<file path="src/rtl/core/lwl_pkg.sv">
// ----------------------------------------------------------------------------
// Watch list table package
// Sizes, command and status codes, and the result record.
// ----------------------------------------------------------------------------
package lwl_pkg;

    localparam int MAX_VARIABLES = 256;
    localparam int LIST_DEPTH    = 16;
    localparam int NUM_LISTS     = 2 * MAX_VARIABLES;
    localparam int NUM_ENTRIES   = NUM_LISTS * LIST_DEPTH;

    localparam int VAR_W    = 8;
    localparam int POS_W    = $clog2(LIST_DEPTH);
    localparam int LIST_W   = $clog2(NUM_LISTS);
    localparam int ENTRY_AW = $clog2(NUM_ENTRIES);
    localparam int COUNT_W  = $clog2(LIST_DEPTH + 1);
    localparam int CMD_W    = 3;
    localparam int STAT_W   = 3;
    localparam int ID_W     = 16;
    localparam int WT_W     = 32;
    localparam int ACT_W    = 9;
    localparam int ENTRY_W  = ID_W + WT_W;

    localparam logic [ACT_W-1:0]   ACTIVE_RESET = ACT_W'(256);
    localparam logic [COUNT_W-1:0] COUNT_FULL   = COUNT_W'(LIST_DEPTH);

    localparam logic [CMD_W-1:0] CMD_ADD    = 3'd0;
    localparam logic [CMD_W-1:0] CMD_DEL_ID = 3'd1;
    localparam logic [CMD_W-1:0] CMD_DEL_AT = 3'd2;
    localparam logic [CMD_W-1:0] CMD_CLEAR  = 3'd3;
    localparam logic [CMD_W-1:0] CMD_MEMBER = 3'd4;
    localparam logic [CMD_W-1:0] CMD_READ   = 3'd5;

    localparam logic [STAT_W-1:0] STAT_OK        = 3'd0;
    localparam logic [STAT_W-1:0] STAT_NOT_FOUND = 3'd1;
    localparam logic [STAT_W-1:0] STAT_FULL      = 3'd2;
    localparam logic [STAT_W-1:0] STAT_BAD_POS   = 3'd3;
    localparam logic [STAT_W-1:0] STAT_VAR_RANGE = 3'd4;

    typedef struct packed {
        logic [STAT_W-1:0]  status;
        logic               found;
        logic [COUNT_W-1:0] list_count;
        logic [ID_W-1:0]    entry_constraint;
        logic [WT_W-1:0]    entry_weight;
    } t_lwl_result;

endpackage

</file>
<file path="src/rtl/core/lwl_rsp_if.sv">
// ----------------------------------------------------------------------------
// Watch list response channel
// Valid/ready channel carrying one result item.
// ----------------------------------------------------------------------------
interface lwl_rsp_if;
    import lwl_pkg::*;

    logic               valid;
    logic               ready;
    logic [STAT_W-1:0]  status;
    logic               found;
    logic [COUNT_W-1:0] list_count;
    logic [ID_W-1:0]    entry_constraint;
    logic [WT_W-1:0]    entry_weight;

    modport source (
        output valid, status, found, list_count, entry_constraint, entry_weight,
        input  ready
    );
    modport sink (
        input  valid, status, found, list_count, entry_constraint, entry_weight,
        output ready
    );
endinterface

</file>
<file path="src/rtl/core/lwl_out_stage.sv">
// ----------------------------------------------------------------------------
// Watch list output register
// Holds one finished result until the response transfer completes.
// ----------------------------------------------------------------------------
module lwl_out_stage (
    input  logic                 i_clk,
    input  logic                 i_rst_n,
    input  logic                 i_load,
    input  lwl_pkg::t_lwl_result i_result,
    output logic                 o_free,
    lwl_rsp_if.source            o_rsp
);
    import lwl_pkg::*;

    logic        r_valid;
    t_lwl_result r_data;

    assign o_free = !r_valid || o_rsp.ready;

    always_ff @(posedge i_clk) begin
        if (!i_rst_n) begin
            r_valid <= 1'b0;
        end else if (i_load) begin
            r_valid <= 1'b1;
        end else if (o_rsp.ready) begin
            r_valid <= 1'b0;
        end
    end

    always_ff @(posedge i_clk) begin
        if (i_load) begin
            r_data <= i_result;
        end
    end

    assign o_rsp.valid            = r_valid;
    assign o_rsp.status           = r_data.status;
    assign o_rsp.found            = r_data.found;
    assign o_rsp.list_count       = r_data.list_count;
    assign o_rsp.entry_constraint = r_data.entry_constraint;
    assign o_rsp.entry_weight     = r_data.entry_weight;

endmodule

</file>
<file path="src/flat_wrapper.sv">
// flat-port wrapper written by rule: the top's interface ports become plain ports
module lwl_out_stage_flat import lwl_pkg::*;
  (i_clk, i_rst_n, i_load, i_result, o_free, o_rsp_valid, o_rsp_status, o_rsp_found, o_rsp_list_count, o_rsp_entry_constraint, o_rsp_entry_weight, o_rsp_ready);
  lwl_rsp_if o_rsp_i ();
  input  logic i_clk;
  input  logic i_rst_n;
  input  logic i_load;
  input  lwl_pkg::t_lwl_result i_result;
  output logic o_free;
  output wire logic [$bits(o_rsp_i.valid)-1:0] o_rsp_valid;
  output wire logic [$bits(o_rsp_i.status)-1:0] o_rsp_status;
  output wire logic [$bits(o_rsp_i.found)-1:0] o_rsp_found;
  output wire logic [$bits(o_rsp_i.list_count)-1:0] o_rsp_list_count;
  output wire logic [$bits(o_rsp_i.entry_constraint)-1:0] o_rsp_entry_constraint;
  output wire logic [$bits(o_rsp_i.entry_weight)-1:0] o_rsp_entry_weight;
  input wire logic [$bits(o_rsp_i.ready)-1:0] o_rsp_ready;
  assign o_rsp_valid = o_rsp_i.valid;
  assign o_rsp_status = o_rsp_i.status;
  assign o_rsp_found = o_rsp_i.found;
  assign o_rsp_list_count = o_rsp_i.list_count;
  assign o_rsp_entry_constraint = o_rsp_i.entry_constraint;
  assign o_rsp_entry_weight = o_rsp_i.entry_weight;
  assign o_rsp_i.ready = o_rsp_ready;
  lwl_out_stage u_core (.i_clk(i_clk), .i_rst_n(i_rst_n), .i_load(i_load), .i_result(i_result), .o_free(o_free), .o_rsp(o_rsp_i));
endmodule
</file>
<file path="config.mk">
export PLATFORM = sky130hd
export DESIGN_NAME = lwl_out_stage_flat
export DESIGN_NICKNAME = d
export VERILOG_FILES = /design/src/rtl/core/lwl_pkg.sv /design/src/rtl/core/lwl_rsp_if.sv /design/src/rtl/core/lwl_out_stage.sv /design/src/flat_wrapper.sv
export SDC_FILE = /design/constraint.sdc
export NUM_CORES = 1
export LEC_CHECK = 0
export BUFFER_PORTS_ARGS = -buffer_cell sky130_fd_sc_hd__clkbuf_2
export CORE_MARGIN = 1.5
export CORE_UTILIZATION = 36
export DETAILED_ROUTE_END_ITERATION = 7
export PLACE_DENSITY_LB_ADDON = 0.2
export SLEW_MARGIN = 0
export SYNTH_ARGS = -nofsm -noshare
export SYNTH_HDL_FRONTEND = slang
export SYNTH_SLANG_ARGS = --single-unit
</file>
<file path="constraint.sdc">
create_clock -name i_clk -period 0.8 [get_ports i_clk]
set_clock_uncertainty 0.15 [all_clocks]
set_input_delay 0.12 -clock i_clk [delete_from_list [all_inputs] [get_ports i_clk]]
set_output_delay 0.12 -clock i_clk [all_outputs]
set_load 0.05 [all_outputs]
</file>
==> impl_metrics.tcl <==
set metrics [dict create \
    grt_first_pass_wirelength_um 6440 \
    die_h_um 72.9 \
    cp-startpoint "u_core.o_rsp.valid$_SDFFE_PN0P_" \
    yosys-top-cells-count "edfxtp_1 (57), a21boi_2 (1), dfxtp_1 (1), inv_1 (1), nand2b_4 (1)" \
    antenna_cells 0 \
    rsz0062_at_grt "yes" \
    synth_top_area_cell "edfxtp_1" \
    worst_pin_slew_ns 0.189 \
    synth_top_family_by_area "simple AND/OR/NAND/NOR gates" \
    final_antenna_net_count 0 \
    gp_congestion 0.655 \
    finish.utilization_pct 73.7 \
    grt_pass1_vias 1367 \
    synth_compound_area_share_pct 0.640 \
    cts_tree "built" \
    synth-seq-cells 58 \
    grt_use_met3_pct 7.73 \
    dp_cells 250 \
    rows 25 \
    drv_cap 0 \
    total_power_w 0.00764 \
    netlist_top_cells_area "edfxtp_1 (97%), dfxtp_1 (1.1%), nand2b_4 (0.78%), a21boi_2 (0.64%), inv_1 (0.21%)" \
    path_clk_slew_ns 0.06 \
    grt-ovfl-total 0 \
    port_buffers 119 \
    hold_class "in -> reg" \
    fin_crit_sh_pct 149 \
    gr-max-usage-layer "met2" \
    synthMuxAreaShare_pct 0 \
    grt_use_met1_pct 16.3 \
    synthCells 61 \
    hold_viol_final 29 \
    finalSetupViolCount 76 \
    via_per_inst 4.15 \
    die_area_sq_um 5320 \
    layout.cells.non_filler 291 \
    synth_fa_ha_area_share_pct 0 \
    period_needed_ns 1.19 \
    hold_start "i_result[50]" \
    ctsRootBufferMaster "clkbuf_8" \
    drive_gt1_share_pct 58.5 \
    syn_to_final_growth_pct 97.8 \
    num-fill-cells 295 \
    cts_made_buffers 9 \
    failed_checks "hold timing, setup timing" \
    first_pass_iters 4 \
    ff2ff_setup_slack_ns -0.21 \
    crit_path_end_kind "primary output" \
    pwr_density_cell_nw_per_um2 2190 \
    yosys.area_share.simple_pct 0.782 \
    h-tree-depth 3 \
    drc 0 \
    vdd_ir_drop_max_v 0.00132 \
    crit_required_ns 0.53 \
    clk_path_buf_depth 2 \
    fmax_mhz 838 \
    synth.net_count 122 \
    path_class "reg -> out" \
    ys_types 5 \
    worst_slack_ns -0.393 \
    yosysMostFrequentCell "edfxtp_1" \
    cp.arrival_ns 0.92 \
    synth_edf_count 57 \
    r2r-end "u_core.o_rsp.valid$_SDFFE_PN0P_" \
    grt_antenna_before_repair 0 \
    worst_hold_slack_ns -0.182 \
    yosysSeqAreaShare_pct 98.4 \
    start_kind "register" \
    crit_path_end "o_free" \
    ys.flop_type "edfxtp_1" \
    outcome "finished, violations left" \
    finish.instance_area_sq_um 3480 \
    met2_usage_pct 31.3 \
    relSlewSlack_pct 87.4 \
    leakagePower_nw 1.53 \
    async_reset_ff_share_pct 0 \
    r2r_start "u_core.o_rsp.valid$_SDFFE_PN0P_" \
    worstRegToRegCells 4 \
    coreArea_sq_um 4720 \
    wl_um 4290 \
    ios 120 \
    place_area_sq_um 2490 \
    ys.warnings.count 0 \
    drv_slew 0 \
    first_iter_violations 65 \
    grt.total_usage_pct 17.7 \
    vias 1208 \
    initial_core_util_pct 37.3 \
    routedWlPerCell_um 14.7 \
    cts_num_sinks 58 \
    die_w_um 72.9 \
    synth_xor_area_share_pct 0 \
    nets 280 \
    insertion_delay_ns 0.32 \
    avgSynthCellArea_sq_um 28.9 \
    path_max_fanout 2 \
    synth_area_sq_um 1760 \
    synth.top_cell.area_share_pct 97.2 \
    grt_max_degree 37 \
]
worst max-delay path, stage by stage, from the launching register on:
cell       delay, ns
dfxtp_4         0.37
nand2b_4        0.06
clkbuf_16       0.17
where the power goes:
group          switching, W  internal, W
clock               0.00103      0.00108
combinational       0.00105     0.000753
sequential         0.000113      0.00361
total               0.00219      0.00544
area by class of cell:
cell class | instances | area [sq um] | share of cell area, %
clock buffer | 11 | 131 | 3.77
clock inverter | 5 | 21.3 | 0.611
inverter | 1 | 3.75 | 0.108
multi-input combinational | 2 | 25.0 | 0.719
sequential | 58 | 1740 | 49.8
tap | 67 | 83.8 | 2.41
timing repair buffer | 147 | 1480 | 42.5
flip-flops by register name, indices dropped and copies added (netlist names):
| register | count |
|---|---|
| u_core.o_rsp.valid | 1 |
| u_core.o_rsp.status | 3 |
| u_core.o_rsp.entry_constraint | 16 |
| u_core.o_rsp.entry_weight | 32 |
| u_core.o_rsp.found | 1 |
| u_core.o_rsp.list_count | 5 |
what timing repair did:
action / CTS / global route
endpoints found under the setup margin: 60 / 81
hold endpoints to repair: 58 / 40
hold buffers: 28 / 11
resized for setup: 118 / 22
pin swaps: 0 / 0
buffers inserted: 0 / 1
per-layer routing:
layer  vias to the layer above  part of all wire, %
met5                         -                    0
met4                         0                  2.7
met3                        11                   10
met2                        84                   54
met1                       551                   33
li1                        562                    -
per-stage QoR:
stage	setup TNS, ns	setup WS [ns]	hold WS, ns
after floorplan	-4.21	-0.134	0.0689
after global placement	-10.38	-0.150	0.147
after detailed placement	-11.86	-0.174	0.149
after CTS	-22.48	-0.402	-0.195
after global routing	-24.16	-0.437	-0.195
final	-21.86	-0.393	-0.182
placed cells by master, fill, tap and decap left out, drive strengths merged:
cell type,instances
a21boi,1
buf,18
clkbuf,110
clkinv,5
dfxtp,1
dlygate4sd3,24
dlymetal6s4s,6
edfxtp,57
inv,1
nand2b,1
cell families after synthesis:
logic type	after synthesis
flip-flops	58
AND/OR/NAND/NOR	1
AO/OA/AOI/OAI	1
buffers and inverters	1
worst min path at each step:
stage / end / slack (ns) / cells past startpoint
after CTS: u_core.o_rsp.entry_constraint[13]$_DFFE_PP_ / -0.19 / 1
after global placement: u_core.o_rsp.entry_weight[11]$_DFFE_PP_ / 0.15 / 1
after global routing: u_core.o_rsp.status[0]$_DFFE_PP_ / -0.20 / 1
after detailed placement: u_core.o_rsp.entry_weight[11]$_DFFE_PP_ / 0.15 / 1
final: u_core.o_rsp.list_count[2]$_DFFE_PP_ / -0.18 / 1
after floorplan: u_core.o_rsp.entry_constraint[0]$_DFFE_PP_ / 0.07 / 0
(Power assumes the default switching activity.)
